File: src/hdl/lkv_pkg.sv
`timescale 1ns / 1ps
`default_nettype none
// ----------------------------------------------------------------------------
// LRU key/value cache package
// Shared sizes, derived widths and the sequencer state type.
// ----------------------------------------------------------------------------
package lkv_pkg;

  // Storage and field sizes.
  localparam int ENTRIES = 16;
  localparam int KEY_W   = 32;
  localparam int VAL_W   = 32;
  localparam int CAP_W   = 5;

  // Derived widths: slot index, and a count that can hold ENTRIES itself.
  localparam int IDX_W = (ENTRIES > 1) ? $clog2(ENTRIES) : 1;
  localparam int CNT_W = $clog2(ENTRIES + 1);
  localparam int CMP_W = (CNT_W > CAP_W) ? CNT_W : CAP_W;

  // Capacity register value after reset.
  localparam logic [CAP_W-1:0] CAP_RESET = CAP_W'(16);

  // Sequencer states.
  typedef enum logic [2:0] {
    ST_IDLE,
    ST_SCAN,
    ST_READ,
    ST_FETCH,
    ST_UPDATE,
    ST_DONE
  } lkv_state_e;

endpackage

`default_nettype wire

File: src/hdl/lkv_ram.sv
`timescale 1ns / 1ps
`default_nettype none
// ----------------------------------------------------------------------------
// Generic RAM
// One write port and one read port; read data is registered.
// ----------------------------------------------------------------------------
module lkv_ram #(
  parameter int WIDTH = 32,
  parameter int DEPTH = 16
) (
  input  wire logic                     clk_i,
  input  wire logic                     we_i,
  input  wire logic [$clog2(DEPTH)-1:0] waddr_i,
  input  wire logic [WIDTH-1:0]         wdata_i,
  input  wire logic [$clog2(DEPTH)-1:0] raddr_i,
  output logic      [WIDTH-1:0]         rdata_o
);

  logic [WIDTH-1:0] mem_q [DEPTH];

  // Write port and registered read port.
  always_ff @(posedge clk_i) begin
    if (we_i) begin
      mem_q[waddr_i] <= wdata_i;
    end
    rdata_o <= mem_q[raddr_i];
  end

endmodule

`default_nettype wire

File: src/hdl/lru_key_value_cache_top.sv
`timescale 1ns / 1ps
`default_nettype none
// Sequence: an accepted request is scanned, then goes through read and fetch when it hits or
//   evicts, then through update and done; the result is then handed to the output register.
// Requests: a new request is accepted only in idle, after the last result has left done;
//   the scan reads the key RAM one slot per cycle through its single read port.
// Reset: valid marks, entry count and output valid clear at once; capacity is 16.
// ----------------------------------------------------------------------------
// LRU key/value cache top level
// Fully associative key/value cache with least-recently-used replacement,
// run by a small sequencer that scans the key store one slot per cycle.
// ----------------------------------------------------------------------------
module lru_key_value_cache_top
  import lkv_pkg::*;
(
  input  wire logic             clk_i,
  input  wire logic             rst_ni,
  // Configuration write channel
  input  wire logic             cfg_valid_i,
  output logic                  cfg_ready_o,
  input  wire logic [CAP_W-1:0] cfg_data_i,
  // Request channel
  input  wire logic             in_valid_i,
  output logic                  in_stall_o,
  input  wire logic             op_i,
  input  wire logic [KEY_W-1:0] item_key_i,
  input  wire logic [VAL_W-1:0] item_value_i,
  // Result channel
  output logic                  out_valid_o,
  input  wire logic             out_stall_i,
  output logic                  hit_o,
  output logic      [VAL_W-1:0] value_out_o,
  output logic                  evicted_o,
  output logic      [KEY_W-1:0] evicted_key_o,
  output logic      [VAL_W-1:0] evicted_value_o
);

  localparam logic [IDX_W-1:0] LAST_IDX = IDX_W'(ENTRIES - 1);

  lkv_state_e state_q, state_d;

  // Cache state
  logic [ENTRIES-1:0] valid_q, valid_d;
  logic [IDX_W-1:0]   rank_q [ENTRIES];
  logic [IDX_W-1:0]   rank_d [ENTRIES];
  logic [CNT_W-1:0]   count_q, count_d;
  logic [CAP_W-1:0]   cap_q;

  // Latched request
  logic             op_q;
  logic [KEY_W-1:0] key_q;
  logic [VAL_W-1:0] val_q;

  // Scan control and trackers
  logic [CNT_W-1:0] ptr_q, ptr_d;
  logic             chk_q, chk_d;
  logic [IDX_W-1:0] chk_idx_q;
  logic             hit_found_q, hit_found_d;
  logic [IDX_W-1:0] hit_idx_q, hit_idx_d;
  logic [IDX_W-1:0] hit_rank_q, hit_rank_d;
  logic             vic_found_q, vic_found_d;
  logic [IDX_W-1:0] vic_idx_q, vic_idx_d;
  logic [IDX_W-1:0] vic_rank_q, vic_rank_d;
  logic             free_found_q, free_found_d;
  logic [IDX_W-1:0] free_idx_q, free_idx_d;
  logic             evict_q, evict_d;
  logic             scan_last;
  logic             need_evict;
  logic [CMP_W-1:0] eff_cap;

  // Pending result and output register
  logic             res_ev_q;
  logic [VAL_W-1:0] res_val_q;
  logic [KEY_W-1:0] res_evk_q;
  logic [VAL_W-1:0] res_evv_q;
  logic             out_valid_q;
  logic             out_free;

  // RAM ports and update controls
  logic [IDX_W-1:0] ram_raddr;
  logic [KEY_W-1:0] key_rdata;
  logic [VAL_W-1:0] val_rdata;
  logic             ins_we;
  logic [IDX_W-1:0] slot_idx;
  logic             slot_ok;
  logic             accept;

  // Key and value stores.
  lkv_ram #(.WIDTH(KEY_W), .DEPTH(ENTRIES)) u_key_ram (
    .clk_i   (clk_i),
    .we_i    (ins_we),
    .waddr_i (slot_idx),
    .wdata_i (key_q),
    .raddr_i (ram_raddr),
    .rdata_o (key_rdata)
  );

  lkv_ram #(.WIDTH(VAL_W), .DEPTH(ENTRIES)) u_val_ram (
    .clk_i   (clk_i),
    .we_i    (ins_we),
    .waddr_i (slot_idx),
    .wdata_i (val_q),
    .raddr_i (ram_raddr),
    .rdata_o (val_rdata)
  );

  // Effective capacity: zero acts as one, values above the store size clamp.
  always_comb begin
    if (cap_q == '0) begin
      eff_cap = CMP_W'(1);
    end else if (CMP_W'(cap_q) > CMP_W'(ENTRIES)) begin
      eff_cap = CMP_W'(ENTRIES);
    end else begin
      eff_cap = CMP_W'(cap_q);
    end
  end

  assign need_evict = CMP_W'(count_q) >= eff_cap;
  assign scan_last  = chk_q && (chk_idx_q == LAST_IDX);
  assign out_free   = !out_valid_q || !out_stall_i;
  assign accept     = in_valid_i && !in_stall_o;

  // Scan trackers: first matching key, least recent valid entry, first free slot.
  always_comb begin
    hit_found_d  = hit_found_q;
    hit_idx_d    = hit_idx_q;
    hit_rank_d   = hit_rank_q;
    vic_found_d  = vic_found_q;
    vic_idx_d    = vic_idx_q;
    vic_rank_d   = vic_rank_q;
    free_found_d = free_found_q;
    free_idx_d   = free_idx_q;
    if (state_q == ST_IDLE) begin
      hit_found_d  = 1'b0;
      vic_found_d  = 1'b0;
      free_found_d = 1'b0;
    end else if (state_q == ST_SCAN && chk_q) begin
      if (valid_q[chk_idx_q]) begin
        if (!hit_found_q && key_rdata == key_q) begin
          hit_found_d = 1'b1;
          hit_idx_d   = chk_idx_q;
          hit_rank_d  = rank_q[chk_idx_q];
        end
        if (!vic_found_q || rank_q[chk_idx_q] > vic_rank_q) begin
          vic_found_d = 1'b1;
          vic_idx_d   = chk_idx_q;
          vic_rank_d  = rank_q[chk_idx_q];
        end
      end else if (!free_found_q) begin
        free_found_d = 1'b1;
        free_idx_d   = chk_idx_q;
      end
    end
  end

  // Eviction decision, settled when the last slot has been checked.
  always_comb begin
    evict_d = evict_q;
    if (state_q == ST_IDLE) begin
      evict_d = 1'b0;
    end else if (state_q == ST_SCAN && scan_last) begin
      evict_d = op_q && !hit_found_d && need_evict && vic_found_d;
    end
  end

  // Slot for a new key: the victim frees its slot before the new key lands.
  always_comb begin
    slot_ok  = free_found_q || evict_q;
    slot_idx = free_idx_q;
    if (evict_q && (!free_found_q || vic_idx_q < free_idx_q)) begin
      slot_idx = vic_idx_q;
    end
  end

  // Next-state logic.
  always_comb begin
    state_d = state_q;
    unique case (state_q)
      ST_IDLE: begin
        if (in_valid_i) begin
          state_d = ST_SCAN;
        end
      end
      ST_SCAN: begin
        if (scan_last) begin
          state_d = (hit_found_d || evict_d) ? ST_READ : ST_UPDATE;
        end
      end
      ST_READ:   state_d = ST_FETCH;
      ST_FETCH:  state_d = ST_UPDATE;
      ST_UPDATE: state_d = ST_DONE;
      ST_DONE: begin
        if (out_free) begin
          state_d = ST_IDLE;
        end
      end
      default:   state_d = ST_IDLE;
    endcase
  end

  // Output and control decode.
  always_comb begin
    in_stall_o = 1'b1;
    ram_raddr  = ptr_q[IDX_W-1:0];
    ins_we     = 1'b0;
    chk_d      = 1'b0;
    ptr_d      = ptr_q;
    unique case (state_q)
      ST_IDLE: begin
        in_stall_o = 1'b0;
        ptr_d      = '0;
      end
      ST_SCAN: begin
        chk_d = ptr_q < CNT_W'(ENTRIES);
        if (ptr_q < CNT_W'(ENTRIES)) begin
          ptr_d = ptr_q + CNT_W'(1);
        end
      end
      ST_READ: begin
        ram_raddr = hit_found_q ? hit_idx_q : vic_idx_q;
      end
      ST_FETCH: begin
      end
      ST_UPDATE: begin
        ins_we = op_q && !hit_found_q && slot_ok;
      end
      ST_DONE: begin
      end
      default: begin
      end
    endcase
  end

  // Recency, valid and count update for a hit or a new key.
  always_comb begin
    valid_d = valid_q;
    rank_d  = rank_q;
    count_d = count_q;
    if (state_q == ST_UPDATE) begin
      if (hit_found_q) begin
        for (int i = 0; i < ENTRIES; i++) begin
          if (valid_q[i] && rank_q[i] < hit_rank_q) begin
            rank_d[i] = rank_q[i] + IDX_W'(1);
          end
        end
        rank_d[hit_idx_q] = '0;
      end else if (ins_we) begin
        if (evict_q) begin
          valid_d[vic_idx_q] = 1'b0;
        end
        for (int i = 0; i < ENTRIES; i++) begin
          if (valid_d[i]) begin
            rank_d[i] = rank_q[i] + IDX_W'(1);
          end
        end
        valid_d[slot_idx] = 1'b1;
        rank_d[slot_idx]  = '0;
        if (!evict_q) begin
          count_d = count_q + CNT_W'(1);
        end
      end
    end
  end

  // Control registers.
  always_ff @(posedge clk_i or negedge rst_ni) begin
    if (!rst_ni) begin
      state_q      <= ST_IDLE;
      valid_q      <= '0;
      count_q      <= '0;
      cap_q        <= CAP_RESET;
      ptr_q        <= '0;
      chk_q        <= 1'b0;
      hit_found_q  <= 1'b0;
      vic_found_q  <= 1'b0;
      free_found_q <= 1'b0;
      evict_q      <= 1'b0;
      out_valid_q  <= 1'b0;
    end else begin
      state_q      <= state_d;
      valid_q      <= valid_d;
      count_q      <= count_d;
      ptr_q        <= ptr_d;
      chk_q        <= chk_d;
      hit_found_q  <= hit_found_d;
      vic_found_q  <= vic_found_d;
      free_found_q <= free_found_d;
      evict_q      <= evict_d;
      if (cfg_valid_i && cfg_ready_o) begin
        cap_q <= cfg_data_i;
      end
      if (state_q == ST_DONE && out_free) begin
        out_valid_q <= 1'b1;
      end else if (!out_stall_i) begin
        out_valid_q <= 1'b0;
      end
    end
  end

  // Payload registers.
  always_ff @(posedge clk_i) begin
    rank_q     <= rank_d;
    chk_idx_q  <= ptr_q[IDX_W-1:0];
    hit_idx_q  <= hit_idx_d;
    hit_rank_q <= hit_rank_d;
    vic_idx_q  <= vic_idx_d;
    vic_rank_q <= vic_rank_d;
    free_idx_q <= free_idx_d;
    if (accept) begin
      op_q      <= op_i;
      key_q     <= item_key_i;
      val_q     <= item_value_i;
      res_ev_q  <= 1'b0;
      res_val_q <= '0;
      res_evk_q <= '0;
      res_evv_q <= '0;
    end
    if (state_q == ST_FETCH) begin
      if (hit_found_q) begin
        res_val_q <= val_rdata;
      end else begin
        res_ev_q  <= 1'b1;
        res_evk_q <= key_rdata;
        res_evv_q <= val_rdata;
      end
    end
    if (state_q == ST_DONE && out_free) begin
      hit_o           <= hit_found_q;
      value_out_o     <= res_val_q;
      evicted_o       <= res_ev_q;
      evicted_key_o   <= res_evk_q;
      evicted_value_o <= res_evv_q;
    end
  end

  assign out_valid_o = out_valid_q;
  assign cfg_ready_o = 1'b1;

  // The entry count always equals the number of valid marks.
  assert property (@(posedge clk_i) disable iff (!rst_ni)
    $countones(valid_q) == int'(count_q))
    else $error("entry count does not match valid marks");

  // The count never exceeds the store size.
  assert property (@(posedge clk_i) disable iff (!rst_ni)
    count_q <= CNT_W'(ENTRIES))
    else $error("entry count above store size");

  // An insert of a new key always finds a slot to land in.
  assert property (@(posedge clk_i) disable iff (!rst_ni)
    (state_q == ST_UPDATE && op_q && !hit_found_q) |-> slot_ok)
    else $error("insert found no slot");

  // A new key is valid and most recent right after its update.
  assert property (@(posedge clk_i) disable iff (!rst_ni)
    ins_we |=> (valid_q[$past(slot_idx)] && rank_q[$past(slot_idx)] == '0))
    else $error("inserted entry not valid and most recent");

  // A result never reports both a hit and an eviction.
  assert property (@(posedge clk_i) disable iff (!rst_ni)
    out_valid_o |-> !(hit_o && evicted_o))
    else $error("hit and eviction reported together");

endmodule

`default_nettype wire

File: config.mk
export PLATFORM = sky130hd
export DESIGN_NAME = lru_key_value_cache_top
export DESIGN_NICKNAME = d
export VERILOG_FILES = /design/src/hdl/lkv_pkg.sv /design/src/hdl/lkv_ram.sv /design/src/hdl/lru_key_value_cache_top.sv
export SDC_FILE = /design/constraint.sdc
export NUM_CORES = 2
export LEC_CHECK = 0
export BUFFER_PORTS_ARGS = -buffer_cell sky130_fd_sc_hd__buf_4
export CAP_MARGIN = 20
export CORE_MARGIN = 2
export CORE_UTILIZATION = 50
export DETAILED_ROUTE_END_ITERATION = 7
export PLACE_DENSITY = 0.74
export SETUP_SLACK_MARGIN = 0.5
export SLEW_MARGIN = 20
export SYNTH_ARGS = -nofsm -noshare
export SYNTH_HDL_FRONTEND = slang
export SYNTH_SLANG_ARGS = --single-unit
File: constraint.sdc
create_clock -name clk_i -period 11.2 [get_ports clk_i]
set_clock_uncertainty 0.05 [all_clocks]
set_input_delay 2.8 -clock clk_i [delete_from_list [all_inputs] [get_ports clk_i]]
set_output_delay 2.8 -clock clk_i [all_outputs]
set_load 0.02 [all_outputs]
; Yosys cells after proc, flatten, opt, wreduce, memory -nomap -nowiden
; Memory sizes are Yosys's and may differ from the RTL's. A register that Yosys moved wholly into a read port is not among the register bits.
; Cells that the tools add are included.
[word_totals]
register_bits = 388
ram_bits = 1024
input_bits = 75
out_inout_bits = 101
elab_cells = 356
mem_count = 2
[memory_table]
columns = memory, depth, width, read_ports, rd_clocked_by_memory_dff, wr, line_no
row1 = u_key_ram.mem_q, 16, 32, 1, 1, 1, lkv_ram.sv:19  ; logic [WIDTH-1:0] mem_q [DEPTH];
row2 = u_val_ram.mem_q, 16, 32, 1, 1, 1, lkv_ram.sv:19
[classes]
n_addsub = 18
magnitude_cmp = 31
n_eq_ne = 13
muxes = 175
bitwise_logic = 15
reduce_logical = 57
[ops]
columns = op, n
row1 = 4-bit 2-to-1 mux, 119
row2 = 32-bit 2-to-1 mux, 9
row3 = 64-bit bitwise AND, 2
row4 = 64-bit 2-to-1 mux, 2
row5 = 64-bit NOT, 2
row6 = 4-bit < comparator, 17
row7 = 4-bit by 1-bit adder with 4-bit output (second input constant), 16
row8 = 16-bit 2-to-1 mux, 4
row9 = 4-bit demux with 4-bit select, 2
row10 = 32-bit == test, 1
row11 = 1-bit logical AND, 32
row12 = 1-bit 2-to-1 mux, 26
row13 = 3-bit case mux with 6 select lines, 1
row14 = 16-bit bitwise AND, 1
row15 = 4-bit binary-select mux with 4-bit select, 1
row16 = 16-bit NOT, 1
row17 = 16-bit bitwise OR, 1
row18 = 4-bit AND reduction, 4
row19 = 5-bit greater-or-equal comparator (second input constant), 3
row20 = 4-bit by 5-bit < comparator with 1-bit output (second input constant), 3
row21 = 5-bit 2-to-1 mux, 3
row22 = 4-bit NOT with 5-bit output, 3
row23 = 3-bit 2-to-1 mux, 4
row24 = 5-bit by 1-bit adder with 5-bit output (second input constant), 2
row25 = other kinds (23), 50

; Depth between registers and ports, before layout
[depth]
depth_word = 17
depth_mapped = 11
depth_no_buf = 10

; Cells and area by module
; From an unflattened synthesis, not the netlist that was laid out.
[hier_totals]
hier_cells = 3086
hier_area_um2 = 57430.1
[by_module_without_submodules]
columns = module, n_inst, cells_per_inst, area_each_um2, seq_area_each_um2
row1 = lkv_ram (u_val_ram), 1, 838, 19836.5, 16015.4
row2 = lkv_ram (u_key_ram), 1, 838, 19835.3, 16015.4
row3 = lru_key_value_cache_top, 1, 1410, 17758.3, 10441.3

; Least setup slack after synthesis
; No wires, ideal clock.
[synth_path]
kind = input port to flip-flop
start = input out_stall_i
end = register evicted_key_o[0] (enable)
setup_ns = 0.588
t_arrival_ns = 7.552
required_ns = 10.562
slack_ns = 3.010
path_stages = 1
n_path_buf = 0
cell_sequence = a21oi_1
[synth_between]
elab_chain_len = 3
[synth_rtl]
columns = item, line_no
row1 = start: declaration, lru_key_value_cache_top.sv:30  ; input wire logic out_stall_i,
row2 = 1-bit logical NOT, --
row3 = 1-bit logical OR, lru_key_value_cache_top.sv:120  ; assign out_free = !out_valid_q || !out_stall_i;
row4 = 1-bit logical AND, lru_key_value_cache_top.sv:327  ; if (state_q == ST_DONE && out_free) begin
row5 = end signal: assignment, lru_key_value_cache_top.sv:331  ; evicted_key_o <= res_evk_q;
row6 = end: declaration, lru_key_value_cache_top.sv:34  ; output logic [KEY_W-1:0] evicted_key_o,
; Every way passes these cells.
; A chain may end at the register's enable or synchronous reset.

; Worst setup path in the final report
[layout_path]
start = register state_q[0]
end = output in_stall_o
[layout_between]
elab_chain_len = 2
[layout_rtl]
columns = item, line_no
row1 = start: declaration, lru_key_value_cache_top.sv:40  ; lkv_state_e state_q, state_d;
row2 = start signal: assignment, lru_key_value_cache_top.sv:280  ; state_q <= state_d;
row3 = 3-bit logical NOT, lru_key_value_cache_top.sv:208  ; unique case (state_q)
row4 = 1-bit 2-to-1 mux, lru_key_value_cache_top.sv:208
row5 = end: declaration, lru_key_value_cache_top.sv:24  ; output logic in_stall_o,
; Every way passes these cells.

==> impl_metrics.yaml <==
status:
  status: "complete, no violations"
placement:
  hpwl_um: 72400
  gp_congestion: 0.9169
  dpl_cell_area_um2: 61160
  numPortBuffers: 174
power_and_ir_drop:
  p_seq_frac: 0.463
  leakagePower_nw: 22.76
  ir_worst_vdd_mv: 0.2047
  switching_share: 0.2719
  power_frac_clock: 0.330
  internal_power_mw: 10.51
  powerDensity_nw_per_um2: 219.1
  pwr-share-comb: 0.208
  p_switching_mw: 3.925
floorplan:
  pin_count: 176
  die_x_um: 345.0
  fp.coreArea_um2: 115700
  die_area_um2: 119000
  rows: 125
  start_util: 0.5024
  die_height_um: 345.0
yosys:
  async_reset_ff_frac: 0.02710
  synth-edff-count: 1271
  synth_most_common_cell: "edfxtp_1"
  synth_compound_area_frac: 0.04942
  syn_inst: 3049
  seq_area_frac_synth: 0.7304
  ys_seq_elements: 1476
  ys_top_cells_by_area: "edfxtp_1, mux4_2, dfxtp_1"
  synth_xor_xnor_area_share: 0.005724
  synth_top_area_share: 0.6564
  synth_area_leader_cell: "edfxtp_1"
  synthMuxAreaShare: 0.1510
  synth-simple-area-share: 0.02993
  synth_top_flop_cell: "edfxtp_1"
  synthesis.nets: 3202
  ys_types: 67
  synth-warning-count: 0
  syn_area_um2: 58150
  synth_top_family_by_area: "multiplexers"
  synth_commonest_cells: "edfxtp_1, mux4_2, mux2i_1, dfxtp_1, a22o_1"
  synth_area_per_cell_um2: 19.07
  yosys.area_share.adder: 0.01678
grt:
  gr-usage-all-layers: 0.2235
  grt_max_degree: 152
  overflow: 0
  grt_pass1_wl_um: 197100
  antenna_found_initial: 3
  grt_pass1_vias: 30030
sta:
  fmax_mhz: 187.5
  timing.final.crit_share: 0.4763
  report.final.slew_viol_count: 0
  tightest_slew_ns: 1.110
  period_needed_ns: 5.335
  slew_headroom: 0.2600
  setup_tns_ns: 0
  grt_setup_unrepaired: "no"
  finalSetupViolations: 0
  final_hold_viol_count: 0
detailed_routing:
  drt_iter0_markers: 3538
  drcViolationCount: 0
  vias_per_cell: 6.151
  drt_first_pass_iters: 8
  vias: 30290
  drtAntennaViolNets: 0
  wl_per_cell_um: 27.10
  routed_wl_um: 133500
clocking:
  numClockSinks: 1476
  path_clk_slew_ns: 0.06
  htreeDepth: 4
  cts_hold_buf: 0
  cts_tree: "built"
  root_buffer: "clkbuf_16"
  ctsResizeCount: 0
  clock_latency_ns: 0.77
  cts_setup_buffers: 0
  cts_buffer_depth: 3
  cts_made_buffers: 144
final_layout:
  areaGrowthSynthToFinish_pct: 13.30
  final_area_um2: 65890
  reg_top3: "u_key_ram.mem_q: 512 flops, u_val_ram.mem_q: 512 flops, rank_q: 64 flops"
  nNetsFinal: 3430
  layout-drive-gt1-share: 0.2354
  fillerInstances: 8392
critical_path:
  cp.required_ns: 8.35
  cp-start-kind: "flip-flop"
  cp.arrival_ns: 2.48
  crit_fanout: 15
  endpoint_kind: "output port"
  path_class: "reg2out"
hold_path:
  hp-class: "reg2reg"
flow_run:
  maxCapViolations: 0
cell type report:
type / instances / area, µm² / area share
flip-flops and latches: 1476 / 42470 / 0.6447
repair buffers: 222 / 1744 / 0.02647
inverters: 45 / 171.4 / 0.002602
diodes: 2 / 5.005 / 0.00007596
multi-input cells: 1388 / 14920 / 0.2265
clock inverters: 79 / 685.7 / 0.01041
clock buffers: 189 / 3976 / 0.06035
well taps: 1524 / 1907 / 0.02894
layout by cell type, fill, tap and decap left out, types with 8 or more instances in the layout:
cell type,count
edfxtp_1,1271
mux4_2,280
mux2i_1,218
buf_4,217
dfxtp_1,164
clkbuf_16,147
a22o_1,116
nand2_1,106
ha_1,78
o21ai_0,71
nor2_1,70
nand2b_1,54
inv_1,44
a21oi_1,38
dfrtp_1,38
xnor2_1,35
nand3_1,34
o32ai_1,34
clkinv_2,31
clkbuf_1,28
mux2_2,26
o211ai_1,23
clkinv_1,21
nor2_4,18
a31oi_1,16
o21a_1,15
nor2b_1,14
clkbuf_8,14
nand4_1,11
nand3b_1,10
a21o_1,9
or2_2,9
o22ai_1,9
a31o_2,9
and2_1,8
bufinv_16,8
routing by layer:
layer	part of all wire	track usage
met4	0.027	0.07313
met5	0	0
met1	0.40	0.3075
met3	0.087	0.04669
met2	0.49	0.3592
worst max-delay path, cell delays in order (launching register included):
cell	delay, ns
dfrtp_1	0.57
nor3_2	0.58
inv_1	0.32
buf_4	0.24
final timing paths:
| check | start | end | slack, ns | depth (start not counted) |
|---|---|---|---|---|
| worst max-delay path | state_q[0] | in_stall_o | 5.87 | 3 |
| worst min-delay path | res_evk_q[31] | evicted_key_o[31] | 0.38 | 0 |
| worst max register to register | vic_idx_q[1] | u_val_ram.mem_q[1][24] | 6.56 | 7 |
| worst min register to register | res_evk_q[31] | evicted_key_o[31] | 0.38 | 0 |
| max in group asynchronous | rst_ni | hit_found_q | 8.71 | 1 |
| min in group asynchronous | rst_ni | valid_q[11] | 1.98 | 1 |
power groups by stage:
stage / sequential [mW] / combinational [mW] / clock (mW)
after CTS: 6.67 / 3.04 / 4.82
after global routing: 6.71 / 3.21 / 5.04
final: 6.68 / 3.00 / 4.76
after global placement: 6.78 / 2.97 / 0
after detailed placement: 6.79 / 3.02 / 0
after floorplan: 6.71 / 2.30 / 0
cells by family (layout without fill, tap and decap cells):
family / after synthesis / count (layout)
buffers and inverters: 185 / 535
other: 1 / 3
AO/OA/AOI/OAI: 391 / 391
multiplexers: 524 / 524
adder cells (fa/ha/maj): 78 / 78
AND/OR/NAND/NOR: 356 / 356
XOR/XNOR: 38 / 38
flip-flops: 1476 / 1476
metrics by stage:
stage               utilization  hold slack [ns]  power, mW  setup WS, ns  std cells
finish                   0.5693           0.3838      14.43         5.865       4925
floorplan                     -           0.3540      9.011         3.010       3049
global route             0.5693           0.3809      14.96         5.748       4924
global placement         0.5284           0.3737      9.756         6.021       4653
detailed placement       0.5284           0.3656      9.808         5.959       4653
CTS                      0.5687           0.3800      14.53         5.827       4921
No activity file was read; power rests on OpenSTA's default activity.
